File: config.mk
export PLATFORM = sky130hd
export DESIGN_NAME = circular_deque
export DESIGN_NICKNAME = d
export VERILOG_FILES = /design/src/sv/cdq_pkg.sv /design/src/sv/circular_deque.sv /design/src/sv/cdq_ram.sv /design/src/sv/cdq_ctrl.sv
export VERILOG_INCLUDE_DIRS = /design/src /design/src/sv
export SDC_FILE = /design/constraint.sdc
export NUM_CORES = 1
export LEC_CHECK = 0
export ABC_CLOCK_PERIOD_IN_PS = 11700
export BUFFER_PORTS_ARGS = -buffer_cell sky130_fd_sc_hd__buf_2
export CAP_MARGIN = 20
export CORE_AREA = 2 2 255 257
export CTS_BUF_LIST = sky130_fd_sc_hd__clkbuf_8
export DETAILED_ROUTE_END_ITERATION = 10
export DIE_AREA = 0 0 257 259
export PLACE_DENSITY = 0.64
export RECOVER_POWER = 25
export SLEW_MARGIN = 20
export SYNTH_ARGS = -nofsm -noshare
export SYNTH_HDL_FRONTEND = slang
export SYNTH_HIERARCHICAL = 1
export SYNTH_SLANG_ARGS = --single-unit
File: constraint.sdc
create_clock -name clk -period 11.7 [get_ports clk]
set_clock_uncertainty 0.15 [all_clocks]
set_input_delay 2.34 -clock clk [delete_from_list [all_inputs] [get_ports clk]]
set_output_delay 2.34 -clock clk [all_outputs]
set_load 0.05 [all_outputs]
File: src/sv/circular_deque_defines.svh
// assertion macros used by the circular deque controller
// no dependencies; expects clk and rst_n in the including scope
`ifndef CIRCULAR_DEQUE_DEFINES_SVH
`define CIRCULAR_DEQUE_DEFINES_SVH

// same-cycle implication, off while reset is held
`define CDQ_ASSERT_NOW(label, ante, cons, msg) \
  label: assert property (@(posedge clk) disable iff (!rst_n) (ante) |-> (cons)) \
    else $error(msg);

// next-cycle implication, off while reset is held
`define CDQ_ASSERT_NEXT(label, ante, cons, msg) \
  label: assert property (@(posedge clk) disable iff (!rst_n) (ante) |=> (cons)) \
    else $error(msg);

`endif

File: src/sv/cdq_pkg.sv
// shared constants, codes, beat types and pointer helpers of the circular deque
// no dependencies
package cdq_pkg;

  localparam int DEPTH  = 16;
  localparam int IDX_W  = (DEPTH > 1) ? $clog2(DEPTH) : 1;
  localparam int CNT_W  = $clog2(DEPTH + 1);
  localparam int DATA_W = 32;
  localparam int OP_W   = 3;
  localparam int STAT_W = 2;
  localparam int OCC_W  = 5;

  typedef enum logic [OP_W-1:0] {
    OP_PUSH_FRONT = 3'd0,
    OP_PUSH_REAR  = 3'd1,
    OP_POP_FRONT  = 3'd2,
    OP_POP_REAR   = 3'd3,
    OP_DUMP       = 3'd4
  } op_e;

  typedef enum logic [STAT_W-1:0] {
    ST_DONE  = 2'd0,
    ST_FULL  = 2'd1,
    ST_EMPTY = 2'd2
  } stat_e;

  typedef enum logic {
    S_IDLE,
    S_EMIT
  } state_e;

  typedef struct packed {
    logic [OP_W-1:0]          op;
    logic signed [DATA_W-1:0] value;
  } in_beat_t;

  typedef struct packed {
    logic [STAT_W-1:0]        status;
    logic signed [DATA_W-1:0] data;
    logic                     last;
    logic [OCC_W-1:0]         occupancy;
  } out_beat_t;

  typedef struct packed {
    logic      valid;
    out_beat_t beat;
  } emit_t;

  typedef struct packed {
    logic              we;
    logic [IDX_W-1:0]  waddr;
    logic [DATA_W-1:0] wdata;
    logic              re;
    logic [IDX_W-1:0]  raddr;
  } ram_req_t;

  function automatic logic [IDX_W-1:0] wrap_inc(input logic [IDX_W-1:0] i);
    return (i == IDX_W'(DEPTH - 1)) ? '0 : i + 1'b1;
  endfunction

  function automatic logic [IDX_W-1:0] wrap_dec(input logic [IDX_W-1:0] i);
    return (i == '0) ? IDX_W'(DEPTH - 1) : i - 1'b1;
  endfunction

endpackage

File: src/sv/circular_deque.sv
// circular deque top level: controller, ring store and output register
// depends on cdq_pkg, cdq_ram and cdq_ctrl
//
//   channel   ports                        beat
//   input     in_valid / in_stall          in_beat  (op, value)
//   result    out_valid / out_stall        out_beat (status, data, last, occupancy)
//
// push, pop and refused operations pass through accept, then the emit state; a pop reads the
// single ram read port, which returns its registered data during the emit state.
// a dump of n elements emits n result beats, one ram read per element.
// each result beat passes through the output register before it shows on out_valid.
// reset clears state, head, tail, count and beats left; the ring store is not cleared.
// out_stall holds the output register and the controller waits in its emit state.
module circular_deque (
  input  logic               clk,
  input  logic               rst_n,
  input  logic               in_valid,
  output logic               in_stall,
  input  cdq_pkg::in_beat_t  in_beat,
  output logic               out_valid,
  input  logic               out_stall,
  output cdq_pkg::out_beat_t out_beat
);

  cdq_pkg::emit_t            emit;
  cdq_pkg::ram_req_t         ram_req;
  logic [cdq_pkg::DATA_W-1:0] ram_rdata;
  logic                      out_free;
  logic                      out_valid_r;
  cdq_pkg::out_beat_t        out_beat_r;

  cdq_ctrl u_ctrl (
    .clk        (clk),
    .rst_n      (rst_n),
    .in_valid   (in_valid),
    .in_stall   (in_stall),
    .in_beat    (in_beat),
    .emit       (emit),
    .emit_ready (out_free),
    .ram_req    (ram_req),
    .ram_rdata  (ram_rdata)
  );

  cdq_ram #(
    .DATA_W (cdq_pkg::DATA_W),
    .DEPTH  (cdq_pkg::DEPTH)
  ) u_ram (
    .clk   (clk),
    .we    (ram_req.we),
    .waddr (ram_req.waddr),
    .wdata (ram_req.wdata),
    .re    (ram_req.re),
    .raddr (ram_req.raddr),
    .rdata (ram_rdata)
  );

  // output register takes a beat when empty or being drained
  assign out_free = !out_valid_r || !out_stall;

  always_ff @(posedge clk) begin
    if (!rst_n) begin
      out_valid_r <= 1'b0;
    end else if (out_free) begin
      out_valid_r <= emit.valid;
    end
  end

  always_ff @(posedge clk) begin
    if (out_free && emit.valid) begin
      out_beat_r <= emit.beat;
    end
  end

  assign out_valid = out_valid_r;
  assign out_beat  = out_beat_r;

endmodule

File: src/sv/cdq_ram.sv
// ring store: one write port, one read port, registered read data
// no dependencies
module cdq_ram #(
  parameter int DATA_W = 32,
  parameter int DEPTH  = 16,
  localparam int ADDR_W = (DEPTH > 1) ? $clog2(DEPTH) : 1
) (
  input  logic              clk,
  input  logic              we,
  input  logic [ADDR_W-1:0] waddr,
  input  logic [DATA_W-1:0] wdata,
  input  logic              re,
  input  logic [ADDR_W-1:0] raddr,
  output logic [DATA_W-1:0] rdata
);

  logic [DATA_W-1:0] mem [DEPTH];
  logic [DATA_W-1:0] rdata_r;

  // write port
  always_ff @(posedge clk) begin
    if (we) begin
      mem[waddr] <= wdata;
    end
  end

  // read port, data holds until the next read
  always_ff @(posedge clk) begin
    if (re) begin
      rdata_r <= mem[raddr];
    end
  end

  assign rdata = rdata_r;

endmodule

File: src/sv/cdq_ctrl.sv
// deque controller: head/tail/count, ram accesses, result sequencing
// depends on cdq_pkg and circular_deque_defines.svh
`include "circular_deque_defines.svh"

module cdq_ctrl (
  input  logic                clk,
  input  logic                rst_n,
  input  logic                in_valid,
  output logic                in_stall,
  input  cdq_pkg::in_beat_t   in_beat,
  output cdq_pkg::emit_t      emit,
  input  logic                emit_ready,
  output cdq_pkg::ram_req_t   ram_req,
  input  logic [cdq_pkg::DATA_W-1:0] ram_rdata
);

  cdq_pkg::state_e                 state_r, state_nxt;
  logic [cdq_pkg::IDX_W-1:0]       head_r, head_nxt;
  logic [cdq_pkg::IDX_W-1:0]       tail_r, tail_nxt;
  logic [cdq_pkg::CNT_W-1:0]       cnt_r, cnt_nxt;
  logic [cdq_pkg::CNT_W-1:0]       left_r, left_nxt;
  logic [cdq_pkg::IDX_W-1:0]       dump_idx_r, dump_idx_nxt;
  cdq_pkg::stat_e                  stat_r, stat_nxt;
  logic                            use_rd_r, use_rd_nxt;

  logic accept;
  logic full;
  logic empty;
  logic known_op;
  logic is_push;
  logic last_beat;

  assign accept    = in_valid && !in_stall;
  assign full      = (cnt_r == cdq_pkg::CNT_W'(cdq_pkg::DEPTH));
  assign empty     = (cnt_r == '0);
  assign last_beat = (left_r == cdq_pkg::CNT_W'(1));
  assign is_push   = (in_beat.op == cdq_pkg::OP_PUSH_FRONT) ||
                     (in_beat.op == cdq_pkg::OP_PUSH_REAR);
  assign known_op  = is_push ||
                     (in_beat.op == cdq_pkg::OP_POP_FRONT) ||
                     (in_beat.op == cdq_pkg::OP_POP_REAR) ||
                     (in_beat.op == cdq_pkg::OP_DUMP);

  // next state
  always_comb begin
    state_nxt = state_r;
    case (state_r)
      cdq_pkg::S_IDLE: begin
        if (accept && known_op) begin
          state_nxt = cdq_pkg::S_EMIT;
        end
      end
      cdq_pkg::S_EMIT: begin
        if (emit_ready && last_beat) begin
          state_nxt = cdq_pkg::S_IDLE;
        end
      end
      default: state_nxt = cdq_pkg::S_IDLE;
    endcase
  end

  // outputs
  always_comb begin
    in_stall            = 1'b1;
    emit.valid          = 1'b0;
    emit.beat.status    = stat_r;
    emit.beat.data      = use_rd_r ? signed'(ram_rdata) : '0;
    emit.beat.last      = last_beat;
    emit.beat.occupancy = cdq_pkg::OCC_W'(cnt_r);
    case (state_r)
      cdq_pkg::S_IDLE: in_stall   = 1'b0;
      cdq_pkg::S_EMIT: emit.valid = 1'b1;
      default:         in_stall   = 1'b1;
    endcase
  end

  // pointer update and ram access; one access per cycle, so no overlap on an entry
  always_comb begin
    head_nxt     = head_r;
    tail_nxt     = tail_r;
    cnt_nxt      = cnt_r;
    left_nxt     = left_r;
    dump_idx_nxt = dump_idx_r;
    stat_nxt     = stat_r;
    use_rd_nxt   = use_rd_r;
    ram_req      = '0;
    ram_req.wdata = in_beat.value;

    if (accept) begin
      stat_nxt   = cdq_pkg::ST_DONE;
      use_rd_nxt = 1'b0;
      left_nxt   = cdq_pkg::CNT_W'(1);
      case (in_beat.op)
        cdq_pkg::OP_PUSH_FRONT, cdq_pkg::OP_PUSH_REAR: begin
          if (full) begin
            stat_nxt = cdq_pkg::ST_FULL;
          end else begin
            ram_req.we = 1'b1;
            cnt_nxt    = cnt_r + 1'b1;
            if (empty) begin
              head_nxt      = '0;
              tail_nxt      = '0;
              ram_req.waddr = '0;
            end else if (in_beat.op == cdq_pkg::OP_PUSH_FRONT) begin
              head_nxt      = cdq_pkg::wrap_dec(head_r);
              ram_req.waddr = cdq_pkg::wrap_dec(head_r);
            end else begin
              tail_nxt      = cdq_pkg::wrap_inc(tail_r);
              ram_req.waddr = cdq_pkg::wrap_inc(tail_r);
            end
          end
        end
        cdq_pkg::OP_POP_FRONT, cdq_pkg::OP_POP_REAR: begin
          if (empty) begin
            stat_nxt = cdq_pkg::ST_EMPTY;
          end else begin
            ram_req.re    = 1'b1;
            ram_req.raddr = (in_beat.op == cdq_pkg::OP_POP_FRONT) ? head_r : tail_r;
            use_rd_nxt    = 1'b1;
            cnt_nxt       = cnt_r - 1'b1;
            if (cnt_r == cdq_pkg::CNT_W'(1)) begin
              head_nxt = '0;
              tail_nxt = '0;
            end else if (in_beat.op == cdq_pkg::OP_POP_FRONT) begin
              head_nxt = cdq_pkg::wrap_inc(head_r);
            end else begin
              tail_nxt = cdq_pkg::wrap_dec(tail_r);
            end
          end
        end
        cdq_pkg::OP_DUMP: begin
          if (empty) begin
            stat_nxt = cdq_pkg::ST_EMPTY;
          end else begin
            ram_req.re    = 1'b1;
            ram_req.raddr = head_r;
            use_rd_nxt    = 1'b1;
            left_nxt      = cnt_r;
            dump_idx_nxt  = cdq_pkg::wrap_inc(head_r);
          end
        end
        default: begin
          stat_nxt = stat_r;
        end
      endcase
    end else if (state_r == cdq_pkg::S_EMIT && emit_ready && !last_beat) begin
      // dump: fetch the next element while the current one leaves
      ram_req.re    = 1'b1;
      ram_req.raddr = dump_idx_r;
      dump_idx_nxt  = cdq_pkg::wrap_inc(dump_idx_r);
      left_nxt      = left_r - 1'b1;
    end
  end

  // control state
  always_ff @(posedge clk) begin
    if (!rst_n) begin
      state_r <= cdq_pkg::S_IDLE;
      head_r  <= '0;
      tail_r  <= '0;
      cnt_r   <= '0;
      left_r  <= '0;
    end else begin
      state_r <= state_nxt;
      head_r  <= head_nxt;
      tail_r  <= tail_nxt;
      cnt_r   <= cnt_nxt;
      left_r  <= left_nxt;
    end
  end

  // result fields
  always_ff @(posedge clk) begin
    dump_idx_r <= dump_idx_nxt;
    stat_r     <= stat_nxt;
    use_rd_r   <= use_rd_nxt;
  end

  `CDQ_ASSERT_NOW(a_cnt_range, 1'b1, cnt_r <= cdq_pkg::CNT_W'(cdq_pkg::DEPTH), "count above depth")
  `CDQ_ASSERT_NOW(a_empty_ptrs, empty, head_r == '0 && tail_r == '0, "empty deque with moved pointers")
  `CDQ_ASSERT_NOW(a_emit_no_write, state_r == cdq_pkg::S_EMIT, !ram_req.we, "ram write while emitting")
  `CDQ_ASSERT_NOW(a_emit_left, state_r == cdq_pkg::S_EMIT, left_r != '0, "emitting with no beats left")
  `CDQ_ASSERT_NEXT(a_push_count, accept && is_push && !full, cnt_r == $past(cnt_r) + cdq_pkg::CNT_W'(1), "push did not grow count")

endmodule

-- Word level (Yosys, flattened, before mapping)
Memory sizes are Yosys's and may differ from the RTL's. A register that Yosys moved wholly into a read port is not among the register bits.
Cells that the tools add are included.
- word-level logic and storage cells: 121
- register bits after elaboration: 67
- memories kept: 1
- output and inout port bits: 42
- memory bits (read-only): 0
- input port bits: 39
- bits in latches: 0
- memory bits (writable): 512
- memory list (name ; depth ; bits a word ; rd ports ; clocked after memory_dff ; wr ports ; line ; text):
    u_ram.mem ; 16 ; 32 ; 1 ; 1 ; 1 ; cdq_ram.sv:17 ; logic [DATA_W-1:0] mem [DEPTH];
- equal/unequal tests: 18
- shift-type cells: 0
- $add $sub $neg: 8
- order comparisons: 0
- multipliers: 0
- muxes and demuxes: 51
- bitwise gates (word level): 1
- reductions and logical operators: 29
- div/mod/pow operators: 0
- operators by type and width (operator ; count):
    $mux W4 ; 24
    $mux W5 ; 13
    $pmux W5 S2 ; 2
    $pmux W4 S2 ; 2
    $add A4 B1 Y4 const B ; 3
    $eq A4 B4 Y1 const B ; 3
    $reduce_and A6 Y1 ; 2
    $eq A5 B1 Y1 const B ; 2
    $sub A5 B1 Y5 const B ; 2
    $logic_not A4 Y1 ; 2
    $ne A2 B2 Y1 const B ; 4
    $sub A4 B1 Y4 const B ; 2
    $mux W1 ; 7
    $eq A3 B2 Y1 const B ; 2
    $logic_and A1 B1 Y1 ; 6
    $ne A3 B1 Y1 const B ; 2
    $reduce_bool A2 Y1 ; 3
    $add A5 B1 Y5 const B ; 1
    $eq A5 B5 Y1 const B ; 1
    $logic_not A5 Y1 ; 1
    $logic_or A1 B1 Y1 ; 5
    $pmux W2 S2 ; 1
    $reduce_and A4 Y1 ; 1
    $reduce_or A2 Y1 ; 2
    other kinds (12) ; 14

-- Longest topological paths before layout
- depth after elaboration: 9
- mapped depth: 11
- depth with buffers taken out: 9

-- By module
The synthesis kept the hierarchy.
- modules (own cells, without submodules) (module ; instances ; area each (um2) ; sequential area each (um2) ; cells each):
    cdq_ram ; 1 ; 20155.6 ; 16335.7 ; 838
    cdq_ctrl ; 1 ; 2561.2 ; 590.6 ; 322
    circular_deque ; 1 ; 1242.4 ; 1221.2 ; 45

-- Worst setup path after synthesis
OpenSTA, ideal clock, no wires.
- path kind: input port to flip-flop
- from: in in_beat[32] in the netlist's numbering
- to: mem u_ram.mem[0][0], enable pin
- path slack: 5213 ps
- data required time: 11089 ps
- arrival: 5875 ps
- stages on the path: 7
- path buffers: 2
- cell sequence: buf_2 -> or3_1 -> clkbuf_1 -> nor2_1 -> a211oi_1 -> or3b_2 -> nor3_1
- RTL lines (item ; line ; text):
    from (decl) ; circular_deque.sv:19 ; input cdq_pkg::in_beat_t in_beat,
    to (decl) ; cdq_ram.sv:17 ;

==> reports/results.md <==
| Quantity | This run | Unit |
| --- | --- | --- |
| Data arrival, critical path | 6040 | ps |
| Nature of the critical path startpoint | primary input | - |
| Number of synthesized flops with an enable pin | 591 | - |
| Largest stage delay on the critical path | 590 | ps |
| R2r startpoint | u_ctrl/cnt_r[0]$_SDFFE_PN0P_ | - |
| Detailed Routing Iterations Pass 1 | 5 | - |
| Total number of H-tree levels | 3 | - |
| RD Place Congestion | 0.805 | - |
| Fin nets | 1367 | - |
| Async set or reset register ratio after synthesis | 0 | % |
| XOR/XNOR Fraction of Synth Area | 0.329 | % |
| Number of maximum-capacitance violations | 1 | - |
| Type of the tightest min-delay check | reg -> reg | - |
| Detailed Route Iter0 Violations | 1058 | - |
| Root buffer cell | sky130_fd_sc_hd__clkbuf_8 | - |
| Setup Total Neg Slack | 0 | ps |
| Post-detailed-route wirelength per cell | 23.7 | um |
| Global routing usage summed across all routing layers | 16.1 | % |
| Setup violations, final | 0 | - |
| Number of antenna violations at the first check in global routing | 4 | - |
| Worst slew slack as a fraction of its limit | -27.6 | % |
| End of the worst register-to-register path | u_ram/rdata[15]$_DFFE_PP_ | - |
| Kind of end point of the critical path | flip-flop | - |
| Post-route minimum period | 5770 | ps |
| Share of cell area taken by muxes after synthesis | 12.1 | % |
| Result of the run | complete, but fails checks | - |
| Combinational family with the most area after synthesis | multiplexers | - |
| Synthesis-stage register bit count | 611 | - |
| Die span in x | 257 | um |
| Multi-input combinational cell area | 0.00535 | mm2 |
| Setup repair after global routing missed its margin | false | - |
| Peak clock frequency supported by timing | 173 | MHz |
| Netlist area before placement | 0.0240 | mm2 |
| Violated checks | capacitance limit, slew limit | - |
| Post-synthesis net count | 1255 | - |
| Core Region | 0.0639 | mm2 |
| Remaining global-route overflow | 0 | - |
| Final setup margin | 5930 | ps |
| Critical-path cell with the highest stage delay | sky130_fd_sc_hd__buf_6 | - |
| Global-route wire length before repair | 78900 | um |
| Post-synthesis sequential area ratio | 75.7 | % |
| Max-slew violations | 33 | - |
| Most frequent standard cell in the layout excluding fill and tap cells | sky130_fd_sc_hd__edfxtp_1 | - |
| Drt drc | 0 | - |
| Vias per cell | 5.31 | - |
| Antenna violation net count after detailed routing | 0 | - |
| Fill count | 5552 | - |
| Start point of the worst hold path | u_ctrl/stat_r[1]$_SDFFCE_PN0P_ | - |
| Dpl ws | 4690 | ps |
| Sum of buffers and inverters on the critical path | 4 | - |
| Top FF cell, synth | sky130_fd_sc_hd__edfxtp_1 | - |
| Number of synthesis warnings | 6 | - |
| Detailed-route wire length | 53400 | um |
| Die Footprint | 0.0666 | mm2 |
| Critical path's top delay family | buffers and inverters | - |
| Num Clock Sinks | 611 | - |
| Hold Path Cell Cnt | 0 | - |
| Simple-Gate Fraction of Synth Area | 4.35 | % |
| Die H | 259 | um |
| Clock buffer count from CTS | 97 | - |
| Row cnt | 93 | - |
| Post-Synthesis Mean Instance Area | 19.9 | um2 |
| Static Leak | 8.52 | nW |
| Top library cells by usage in the layout, fill and taps aside | 591 x sky130_fd_sc_hd__edfxtp_1, 128 x sky130_fd_sc_hd__mux4_2, 100 x sky130_fd_sc_hd__clkbuf_8, 71 x sky130_fd_sc_hd__a22oi_1, 53 x sky130_fd_sc_hd__buf_2 | - |
| Detailed Place HPWL | 26400 | um |
| Synthesized-area fraction occupied by ao, oa, aoi and oai cells | 4.33 | % |
| Gate count of the mapped netlist | 1205 | - |
| Post-cts gate resize count | 0 | - |
| Critical path class | in -> reg | - |
| Worst ir drop on vdd | 0.0781 | mV |
| TritonCTS clock tree | done | - |
| Number of global-route vias before repair | 12300 | - |
| Share of layout cells above drive strength 1 | 27.0 | % |
| Number of post-CTS setup repair buffers | 0 | - |
| Number of cell instances on the worst register-to-register path | 11 | - |
| Synth Area in Adders | 0.574 | % |
| WP data required | 11960 | ps |
| Buffer depth of the longest clock path | 3 | - |
| Boundary Pins | 81 | - |
| Share of the clock period used by the worst path | 49.4 | % |
| Max FO, Critical Path | 51 | - |
| End point of the most critical hold path | out_beat[39]$_DFFE_PP_ | - |
| P&R area growth vs syn | 13.1 | % |
| Initial Util | 37.5 | % |
| Skew-Pair Late Insertion Delay | 680 | ps |
| Worst reg-to-reg setup slack | 7270 | ps |
| Largest net degree at the start of global routing | 63 | - |
| Netlist cell types | 62 | - |
| Final Hold Fails | 0 | - |
| Sequential cell area | 0.0181 | mm2 |
| Number of port buffers | 80 | - |
| Clock-pin slew of the registers on the worst-case setup and hold paths | 60 | ps |
| Total power density per cell area | 166 | mW/mm2 |
| Vias | 11900 | - |
| Cell-by-cell listing of the critical path | buf_2 -> nor2b_1 -> nor2_1 -> or3_1 -> o21ai_4 -> buf_6 -> buf_4 -> buf_16 -> mux4_2 -> a22oi_1 -> nand2_1 | - |
| Measured slew at the worst slew-check pin | 1910 | ps |
| Hold buffers post-CTS | 0 | - |
-- report_power, final --
group	leakage (nW)	internal, mW	total [mW]	switching [mW]
clock	1.06	0.927	1.74	0.815
combinational	1.95	0.107	0.300	0.193
sequential	5.51	2.44	2.46	0.0171
-- logic make-up after synthesis --
group,Yosys count
DFF,611
and+or+nand+nor,190
AOI/OAI and AO/OA,142
muxes,130
buffers and inverters,112
adders and majority gates,11
xor gates and xnor gates,9
-- layout make-up --
type / instances / area share (%)
antenna: 1 / 0.00923
clock buffer: 100 / 5.08
clock inverter: 76 / 1.78
inverter: 15 / 0.208
multi-input combinational: 482 / 19.8
sequential: 611 / 67.0
tap: 855 / 3.95
timing repair buffer: 110 / 2.26
-- registers in the layout, indices dropped and copies added, names as in the netlist --
| name | flops |
|---|---|
| u_ctrl/cnt_r | 5 |
| u_ctrl/state_r | 1 |
| u_ram/mem | 512 |
| u_ctrl/tail_r | 4 |
| u_ctrl/stat_r | 2 |
| u_ctrl/left_r | 5 |
| u_ctrl/use_rd_r | 1 |
| out_beat | 40 |
| out_valid | 1 |
| u_ctrl/head_r | 4 |
| u_ram/rdata | 32 |
| u_ctrl/dump_idx_r | 4 |
-- through the flow --
step	hold slack (ps)	util (%)	cells	total power, mW	instance area (um2)
after floorplan	250	-	1205	2.73	24000
after global placement	260	39.5	2072	2.80	25300
after detailed placement	263	39.5	2072	2.81	25300
after CTS	275	42.4	2248	4.55	27100
after global routing	298	42.4	2250	4.67	27100
final	272	42.4	2250	4.50	27100
-- synthesized netlist by cell type, drive strengths merged (8+ instances only) --
master / instances / area share (%)
edfxtp: 591 / 74
mux4: 128 / 12
a22oi: 71 / 2.2
buf: 70 / 1.9
nand2: 51 / 0.80
and2: 40 / 1.0
nor2: 35 / 0.55
clkbuf: 27 / 0.42
a21oi: 21 / 0.44
dfxtp: 20 / 1.7
inv: 15 / 0.23
nor3: 15 / 0.31
o21ai: 12 / 0.25
ha: 11 / 0.57
or3: 8 / 0.21
-- how the worst max path moves through the flow --
stage	startpoint	to	slack (ps)	cells after the start
finish	in_beat[33]	u_ram/rdata[15]$_DFFE_PP_	5930	11
global route	in_beat[34]	u_ram/rdata[14]$_DFFE_PP_	5560	11
CTS	in_beat[33]	u_ram/rdata[18]$_DFFE_PP_	5400	10
detailed placement	in_beat[33]	u_ram/rdata[18]$_DFFE_PP_	4690	10
global placement	in_beat[33]	u_ram/rdata[12]$_DFFE_PP_	4790	10
floorplan	in_beat[32]	u_ram/mem[0][0]$_DFFE_PP_	5210	7
-- layer usage --
layer	wire, um	global-route usage (%)
met1	21400	20.4
met2	27300	27.6
met3	3730	3.45
met4	931	5.18
met5	33	0
-- worst register-to-register path: cells and delay by family (launching register included) --
family	cells	cell delay, ps
buf+inv	4	1560
simple gates	3	730
mux	1	580
flops	1	510
compound gates	2	410
fa+ha+maj	1	250
Note: power is estimated with default switching activity, not from simulation.
